===== src/hdl/obstacle_avoid_sequencer_top_macros.svh =====
// Assertion helpers shared by the sequencer RTL.
// Each expects a clock named clk and a synchronous reset named rst in scope.
`ifndef OBSTACLE_AVOID_SEQUENCER_TOP_MACROS_SVH
`define OBSTACLE_AVOID_SEQUENCER_TOP_MACROS_SVH

// same-cycle implication
`define OAS_ASSERT_IMP(lbl, ante, cons, msg) \
  lbl: assert property (@(posedge clk) disable iff (rst) (ante) |-> (cons)) else $error(msg);

// next-cycle implication
`define OAS_ASSERT_NXT(lbl, ante, cons, msg) \
  lbl: assert property (@(posedge clk) disable iff (rst) (ante) |=> (cons)) else $error(msg);

`endif


===== src/hdl/oas_pkg.sv =====
package oas_pkg;

  typedef logic [2:0] phase_t;

  localparam phase_t PH_IDLE    = 3'd0;
  localparam phase_t PH_DRIFT   = 3'd1;
  localparam phase_t PH_FORWARD = 3'd2;
  localparam phase_t PH_TURN    = 3'd3;
  localparam phase_t PH_REJOIN  = 3'd4;

  // consecutive line ticks that end the rejoin phase
  localparam logic [7:0] LINE_DEBOUNCE = 8'd3;

  localparam int CFG_IDX_W = 3;
  typedef logic [CFG_IDX_W-1:0] cfg_idx_t;

  localparam cfg_idx_t CFG_AVOID_DIST     = 3'd0;
  localparam cfg_idx_t CFG_DRIFT_TIME     = 3'd1;
  localparam cfg_idx_t CFG_FORWARD_TMO    = 3'd2;
  localparam cfg_idx_t CFG_TURN_TIME      = 3'd3;
  localparam cfg_idx_t CFG_REJOIN_TMO     = 3'd4;
  localparam cfg_idx_t CFG_FULL_SPEED     = 3'd5;
  localparam cfg_idx_t CFG_SOFT_SPEED     = 3'd6;
  localparam cfg_idx_t CFG_IR_CLEAR_COUNT = 3'd7;

  typedef struct packed {
    logic [11:0] avoid_dist_mm;
    logic [31:0] drift_time_us;
    logic [31:0] forward_timeout_us;
    logic [31:0] turn_time_us;
    logic [31:0] rejoin_timeout_us;
    logic [6:0]  cruise_spd;
    logic [6:0]  inner_spd;
    logic [7:0]  ir_clear_count;
  } cfg_t;

  // packed high to low so that line_mid lands in bit 0
  typedef struct packed {
    logic [11:0] dist_mm;
    logic        dist_valid;
    logic [31:0] now_us;
    logic        ir_right;
    logic        ir_left;
    logic        line_mid;
  } item_t;

  typedef struct packed {
    phase_t      phase_out;
    logic        avoid_active;
    logic        rr_back;
    logic [6:0]  rr_spd;
    logic        rl_back;
    logic [6:0]  rl_spd;
    logic        fr_back;
    logic [6:0]  fr_spd;
    logic        fl_back;
    logic [6:0]  fl_spd;
    logic        drive_valid;
  } result_t;

  localparam int ITEM_W   = $bits(item_t);
  localparam int RESULT_W = $bits(result_t);
  localparam int IN_TDATA_W  = ((ITEM_W + 7) / 8) * 8;
  localparam int OUT_TDATA_W = ((RESULT_W + 7) / 8) * 8;

endpackage


===== src/hdl/oas_cfg.sv =====
module oas_cfg
  import oas_pkg::*;
(
  input  logic        clk,
  input  logic        rst,
  input  logic        wr_en,
  input  cfg_idx_t    wr_index,
  input  logic [31:0] wr_data,
  output cfg_t        cfg
);

  always_ff @(posedge clk) begin
    if (rst) begin
      cfg.avoid_dist_mm      <= 12'd200;
      cfg.drift_time_us      <= 32'd500000;
      cfg.forward_timeout_us <= 32'd2000000;
      cfg.turn_time_us       <= 32'd500000;
      cfg.rejoin_timeout_us  <= 32'd3000000;
      cfg.cruise_spd         <= 7'd100;
      cfg.inner_spd          <= 7'd50;
      cfg.ir_clear_count     <= 8'd3;
    end else if (wr_en) begin
      case (wr_index)
        CFG_AVOID_DIST:     cfg.avoid_dist_mm      <= wr_data[11:0];
        CFG_DRIFT_TIME:     cfg.drift_time_us      <= wr_data;
        CFG_FORWARD_TMO:    cfg.forward_timeout_us <= wr_data;
        CFG_TURN_TIME:      cfg.turn_time_us       <= wr_data;
        CFG_REJOIN_TMO:     cfg.rejoin_timeout_us  <= wr_data;
        CFG_FULL_SPEED:     cfg.cruise_spd         <= wr_data[6:0];
        CFG_SOFT_SPEED:     cfg.inner_spd          <= wr_data[6:0];
        CFG_IR_CLEAR_COUNT: cfg.ir_clear_count     <= wr_data[7:0];
        default: ;
      endcase
    end
  end

endmodule


===== src/hdl/oas_seq.sv =====
module oas_seq
  import oas_pkg::*;
(
  input  logic    clk,
  input  logic    rst,
  input  cfg_t    cfg,
  input  item_t   item,
  input  logic    step,
  output result_t res
);

  typedef struct packed {
    phase_t      phase;
    logic [31:0] phase_start;
    logic        passed_flag;
    logic        ir_seen;
    logic [7:0]  ir_clear_streak;
    logic [7:0]  line_streak;
  } seq_state_t;

  seq_state_t st, st_next;

  logic        triggered;
  logic        cleared;
  logic        ir_obstructed;
  logic [6:0]  full, inner, drift;
  logic [6:0]  full_less;
  logic [31:0] elapsed;

  function automatic logic [6:0] clamp100(input logic [6:0] v);
    clamp100 = (v > 7'd100) ? 7'd100 : v;
  endfunction

  function automatic result_t wheels(input logic [6:0] fl, input logic flb,
                                     input logic [6:0] fr, input logic frb,
                                     input logic [6:0] rl, input logic rlb,
                                     input logic [6:0] rr, input logic rrb);
    result_t r;
    r = '0;
    r.drive_valid = 1'b1;
    r.fl_spd = fl; r.fl_back = flb;
    r.fr_spd = fr; r.fr_back = frb;
    r.rl_spd = rl; r.rl_back = rlb;
    r.rr_spd = rr; r.rr_back = rrb;
    wheels = r;
  endfunction

  assign triggered  = item.dist_valid && (item.dist_mm != 12'd0) &&
                      (item.dist_mm <= cfg.avoid_dist_mm);
  // clear threshold can exceed 12 bits
  assign cleared    = item.dist_valid &&
                      ({1'b0, item.dist_mm} > ({1'b0, cfg.avoid_dist_mm} + 13'd100));
  assign ir_obstructed = item.ir_left | item.ir_right;
  assign full       = clamp100(cfg.cruise_spd);
  assign inner      = clamp100(cfg.inner_spd);
  assign full_less  = cfg.cruise_spd - 7'd20;
  assign drift      = (cfg.cruise_spd > 7'd20) ? clamp100(full_less) : 7'd0;

  always_comb begin
    st_next = st;
    res     = '0;
    elapsed = '0;

    if (st_next.phase == PH_IDLE || st_next.phase > PH_REJOIN) begin
      st_next.phase = PH_IDLE;
      if (triggered) begin
        st_next.phase           = PH_DRIFT;
        st_next.passed_flag     = 1'b0;
        st_next.ir_seen         = 1'b0;
        st_next.ir_clear_streak = 8'd0;
        st_next.line_streak     = 8'd0;
      end
    end

    case (st_next.phase)
      PH_DRIFT: begin
        res = wheels(full, 1'b0, drift, 1'b1, drift, 1'b1, drift, 1'b0);
        if (cleared && !st_next.passed_flag) begin
          st_next.phase_start = item.now_us;
          st_next.passed_flag = 1'b1;
        end
        elapsed = item.now_us - st_next.phase_start;
        if (st_next.passed_flag && elapsed >= cfg.drift_time_us) begin
          st_next.phase           = PH_FORWARD;
          st_next.phase_start     = item.now_us;
          st_next.ir_seen         = 1'b0;
          st_next.ir_clear_streak = 8'd0;
        end
      end
      PH_FORWARD: begin
        res = wheels(full, 1'b0, full, 1'b0, full, 1'b0, full, 1'b0);
        if (ir_obstructed) begin
          st_next.ir_seen         = 1'b1;
          st_next.ir_clear_streak = 8'd0;
        end else if (st_next.ir_seen && st_next.ir_clear_streak != 8'hFF) begin
          st_next.ir_clear_streak = st_next.ir_clear_streak + 8'd1;
        end
        elapsed = item.now_us - st_next.phase_start;
        if ((st_next.ir_seen && st_next.ir_clear_streak >= cfg.ir_clear_count) ||
            elapsed >= cfg.forward_timeout_us) begin
          st_next.phase       = PH_TURN;
          st_next.phase_start = item.now_us;
        end
      end
      PH_TURN: begin
        res = wheels(inner, 1'b1, full, 1'b0, inner, 1'b1, full, 1'b0);
        elapsed = item.now_us - st_next.phase_start;
        if (elapsed >= cfg.turn_time_us) begin
          st_next.phase       = PH_REJOIN;
          st_next.phase_start = item.now_us;
          st_next.line_streak = 8'd0;
        end
      end
      PH_REJOIN: begin
        res = wheels(full, 1'b0, full, 1'b0, full, 1'b0, full, 1'b0);
        // line sensor is active low
        if (!item.line_mid) begin
          if (st_next.line_streak != 8'hFF) st_next.line_streak = st_next.line_streak + 8'd1;
        end else begin
          st_next.line_streak = 8'd0;
        end
        elapsed = item.now_us - st_next.phase_start;
        if (st_next.line_streak >= LINE_DEBOUNCE || elapsed >= cfg.rejoin_timeout_us) begin
          st_next = '0;
        end
      end
      default: ;
    endcase

    res.avoid_active = (st_next.phase != PH_IDLE);
    res.phase_out    = st_next.phase;
  end

  always_ff @(posedge clk) begin
    if (rst) begin
      st <= '0;
    end else if (step) begin
      st <= st_next;
    end
  end

endmodule


===== src/hdl/obstacle_avoid_sequencer_top.sv =====
// Obstacle avoidance sequencer for a four-wheel drive base.
// Slave stream (s_*): one control tick per transfer carrying line, IR, time and
// ultrasonic distance. Master stream (m_*): one result per tick with the four
// wheel commands, the active flag and the phase after the tick.
// Config channel (cfg_*): register index and data, taken whenever cfg_valid is
// high; write only while no tick is in flight.
// A tick passes through the input register and then the result register before
// its result appears on m_*. Throughput: one tick per cycle while m_tready is
// high; the whole sequencer step is a single combinational pass (one 32-bit
// subtract and compare per phase) between the two registers.
// If m_tready is low the result holds, the input register still takes one more
// tick, then s_tready drops until the result is taken.
// Reset clears both stages, puts the sequence in idle with all streaks and
// flags at zero, and loads the register defaults.
module obstacle_avoid_sequencer_top
  import oas_pkg::*;
(
  input  logic                   clk,
  input  logic                   rst,
  input  logic                   s_tvalid,
  output logic                   s_tready,
  // line_mid, ir_left, ir_right, now_us[31:0], dist_valid, dist_mm[11:0]
  input  logic [IN_TDATA_W-1:0]  s_tdata,
  output logic                   m_tvalid,
  input  logic                   m_tready,
  // drive_valid, fl_spd[6:0], fl_back, fr_spd[6:0], fr_back, rl_spd[6:0],
  // rl_back, rr_spd[6:0], rr_back, avoid_active, phase_out[2:0], zero pad
  output logic [OUT_TDATA_W-1:0] m_tdata,
  input  logic                   cfg_valid,
  output logic                   cfg_ready,
  input  cfg_idx_t               cfg_index,
  input  logic [31:0]            cfg_data
);

`include "obstacle_avoid_sequencer_top_macros.svh"

  cfg_t    cfg;
  item_t   in_item;
  logic    in_valid;
  result_t step_res;
  result_t out_res;
  logic    out_valid;
  logic    advance;

  assign cfg_ready = 1'b1;
  assign advance   = in_valid && (!out_valid || m_tready);
  assign s_tready  = !in_valid || advance;
  assign m_tvalid  = out_valid;
  assign m_tdata   = {{(OUT_TDATA_W - RESULT_W){1'b0}}, out_res};

  oas_cfg u_cfg (
    .clk      (clk),
    .rst      (rst),
    .wr_en    (cfg_valid && cfg_ready),
    .wr_index (cfg_index),
    .wr_data  (cfg_data),
    .cfg      (cfg)
  );

  oas_seq u_seq (
    .clk  (clk),
    .rst  (rst),
    .cfg  (cfg),
    .item (in_item),
    .step (advance),
    .res  (step_res)
  );

  always_ff @(posedge clk) begin
    if (rst) begin
      in_valid  <= 1'b0;
      out_valid <= 1'b0;
    end else begin
      if (s_tready) in_valid <= s_tvalid;
      if (!out_valid || m_tready) out_valid <= in_valid;
    end
  end

  always_ff @(posedge clk) begin
    if (s_tvalid && s_tready) in_item <= s_tdata[ITEM_W-1:0];
    if (advance) out_res <= step_res;
  end

  `OAS_ASSERT_IMP(a_idle_no_drive, out_valid && !out_res.drive_valid, out_res.phase_out == PH_IDLE && out_res.fl_spd == 7'd0 && out_res.rr_spd == 7'd0, "idle result carries wheel data")
  `OAS_ASSERT_IMP(a_active_phase, out_valid, out_res.avoid_active == (out_res.phase_out != PH_IDLE), "active flag disagrees with phase")
  `OAS_ASSERT_NXT(a_hold_pending, in_valid && !advance, in_valid && $stable(in_item), "pending tick lost while result stalled")
  `OAS_ASSERT_NXT(a_result_loaded, advance, out_valid, "stepped tick produced no result")

endmodule

===== config.mk =====
export PLATFORM = sky130hd
export DESIGN_NAME = obstacle_avoid_sequencer_top
export DESIGN_NICKNAME = d
export VERILOG_FILES = /design/src/hdl/oas_pkg.sv /design/src/hdl/oas_cfg.sv /design/src/hdl/oas_seq.sv /design/src/hdl/obstacle_avoid_sequencer_top.sv
export VERILOG_INCLUDE_DIRS = /design/src /design/src/hdl
export SDC_FILE = /design/constraint.sdc
export NUM_CORES = 1
export LEC_CHECK = 0
export BUFFER_PORTS_ARGS = -buffer_cell sky130_fd_sc_hd__buf_2
export CAP_MARGIN = 5
export CELL_PAD_IN_SITES_DETAIL_PLACEMENT = 1
export CELL_PAD_IN_SITES_GLOBAL_PLACEMENT = 1
export CORE_ASPECT_RATIO = 0.75
export CORE_MARGIN = 2
export CORE_UTILIZATION = 51
export DETAILED_ROUTE_END_ITERATION = 8
export GPL_ROUTABILITY_DRIVEN = 0
export PLACE_DENSITY = 0.9
export REMOVE_ABC_BUFFERS = 1
export SLEW_MARGIN = 20
export SYNTH_ARGS = -nofsm -noshare
export SYNTH_HDL_FRONTEND = slang
export SYNTH_HIERARCHICAL = 1
export SYNTH_SLANG_ARGS = --single-unit

===== constraint.sdc =====
create_clock -name clk -period 19.85 [get_ports clk]
set_clock_uncertainty 0.05 [all_clocks]
set_input_delay 0.9925 -clock clk [delete_from_list [all_inputs] [get_ports clk]]
set_output_delay 0.9925 -clock clk [all_outputs]
set_load 0.05 [all_outputs]

==> metrics.yaml <==
r2r_setup_slack_ns: 10.57
synth.area.top_cells: "dfxtp_1, ha_1, edfxtp_1, mux2i_1, nand2b_1"
ir_drop_mv: 0.0679
post_cts_resized: 0
grtUsageTotal_pct: 32.1
grt-ovfl-total: 0
ys_seq_elements: 302
grt_max_degree: 107
seq_area_um2: 6900
rows: 62
syn_to_final_growth_pct: 10.4
dieArea_um2: 40300
drc_errors: 0
crit_family: "compound AO/OA/AOI/OAI gates"
drt_iter0_drc: 1574
relSlewSlack_pct: 22.0
synth_top_cell_by_area: "dfxtp_1"
clkLatencyLatePin_ns: 0.60
cts_setup_buffers: 0
ys_seq_area_share_pct: 34.9
cpMostUsedCell: "ha_1"
p_per_area_nw_per_um2: 78.4
crit_arrival_ns: 9.71
end_kind: "flop"
yosysUniqueCellTypes: 98
min-delay-start: "u_seq/st[26]$_SDFFE_PP0P_"
core_area_um2: 38200
antenna_found_initial: 0
rr_startpoint: "u_cfg/cfg[152]$_SDFFE_PP0P_"
regToRegEndpoint: "u_seq/st[36]$_SDFFE_PP0P_"
required_ns: 20.28
final_antenna_net_count: 0
clkTransAtPathRegs_ns: 0.07
yosysWarnings: 6
vias: 17130
reg2regPathDepth: 34
cts.sinks: 302
port_buffers: 126
max_stage_delay_ns: 0.66
hold_path.class: "flop to flop"
die_y_um: 174
cts-root-buf: "clkbuf_16"
syn-cell-area_um2: 19700
slowest_stage: "or4b_2"
cts_hold_buf: 0
cts_made_buffers: 31
htree_num_levels: 1
synthDominantCellAreaShare_pct: 22.0
drive_gt1_share_pct: 11.8
synth_ff_type: "dfxtp_1"
critPathBufInv: 2
crit_path_start_kind: "flop"
cp-endpoint: "u_seq/st[36]$_SDFFE_PP0P_"
p_leak_uw: 0.00963
grt_pass1_vias: 17918
via_per_inst: 6.22
grt_pass1_wl_mm: 101
ioPinCount: 131
crit_path_start: "u_cfg/cfg[152]$_SDFFE_PP0P_"
cts_buffer_depth: 3
final-setup-viol-count: 0
tns_ns: 0
status: "finished clean"
finalHoldViolations: 0
nets: 2531
rsz0062_at_grt: "no"
drt_pass1_iterations: 7
async_flop_share_pct: 0
hpwl_mm: 45.7
syn_area_per_cell_um2: 9.28
fillers: 4341
multiInputGateArea_um2: 11600
chipWidth_um: 231
max_clock_freq_ghz: 0.108
start_util_pct: 51.6
tightest_slew_ns: 1.16
path_max_fanout: 63
min_period_ns: 9.28
final_area_um2: 21800
syn_inst: 2128
post_drt_wl_per_cell_um: 24.1
slew_viol_final: 0
cts_tree: "yes"
synth_edf_count: 85
max_cap_viol_count: 0
crit_type: "flop to flop"
crit_cells: 34
finalCritPeriodShare_pct: 46.7
routed_wl_mm: 66.4
placed_cell_area_um2: 20700
==> cells by family after synthesis <==
logic type | count (synthesis) | synth area share (%)
and+or+nand+nor | 621 | 16.8
AOI/OAI and AO/OA | 447 | 15.8
DFF | 302 | 34.9
buffers and inverters | 291 | 6.29
adders and majority gates | 229 | 14.6
muxes | 167 | 8.48
xor gates and xnor gates | 68 | 3.02
other | 3 | 0.0570
==> how the worst min path moves through the flow <==
| stage | cells past startpoint | slack (ns) | end |
|---|---|---|---|
| final | 1 | 0.42 | u_seq/st[26]$_SDFFE_PP0P_ |
| after global routing | 1 | 0.44 | u_seq/st[26]$_SDFFE_PP0P_ |
| after CTS | 1 | 0.42 | u_seq/st[26]$_SDFFE_PP0P_ |
| after detailed placement | 1 | 0.41 | u_seq/st[42]$_SDFFE_PP0P_ |
| after global placement | 1 | 0.40 | u_seq/st[41]$_SDFFE_PP0P_ |
| after floorplan | 1 | 0.39 | u_seq/st[40]$_SDFFE_PP0P_ |
==> metal layers <==
metal  track usage, %  wire length [µm]
met1             42.0             28700
met2             52.6             30300
met3             5.95              4770
met4             12.3              2670
met5                0                 0
==> per-stage QoR <==
step	setup slack [ns]	hold WS (ns)	total power [µW]	utilization [%]	cells
6_report	10.57	0.424	1710	57.0	2752
5_1_grt	10.18	0.436	1760	57.0	2751
4_1_cts	10.76	0.425	1700	56.9	2750
3_5_place_dp	10.95	0.411	1050	54.0	2692
3_3_place_gp	11.43	0.397	1020	54.0	2692
2_1_floorplan	10.16	0.392	928	-	2042
==> sequential cells by signal, indices dropped and copies added (netlist names) <==
signal,cells
m_tvalid,1
u_cfg/cfg,162
in_valid,1
u_seq/st,53
in_item,48
m_tdata,37
==> final cells by class <==
type / count / area share (%)
Timing Repair Buffer: 139 / 3.46
Sequential cell: 302 / 31.7
Clock buffer: 41 / 4.11
Clock inverter: 17 / 0.896
Tap cell: 512 / 2.94
Multi-Input combinational cell: 1537 / 53.4
Antenna cell: 1 / 0.0115
Inverter: 203 / 3.50
==> cells in the mapped netlist (16+ instances only) <==
cell type / count
ha_1: 227
dfxtp_1: 217
inv_1: 201
nor2_1: 187
nand2b_1: 171
mux2i_1: 166
a21oi_1: 137
edfxtp_1: 85
nand2_1: 82
o21ai_0: 66
a21o_1: 56
xnor2_1: 49
clkbuf_1: 36
a32o_2: 30
nand4_1: 27
buf_2: 24
buf_4: 22
nand3_1: 21
nor3_1: 19
xor2_1: 19
and2_1: 18
nor2b_1: 16
o21a_1: 16
==> report_power, final <==
group | internal, µW | switching (µW) | leakage [µW]
Combinational | 144 | 250 | 0.00651
Clock | 369 | 274 | 0.000536
Sequential | 655 | 16.3 | 0.00258
==> cells in the final DEF (no fill, tap or decap), types with 33 or more instances in the layout <==
cell type,count
a21oi_1,137
a21o_1,56
xnor2_1,49
nand2b_1,171
dfxtp_1,217
ha_1,227
nand2_1,82
nor2_1,187
buf_2,125
clkbuf_16,33
inv_1,201
mux2i_1,166
o21ai_0,66
edfxtp_1,85
Note: power is estimated with default switching activity, not from simulation.
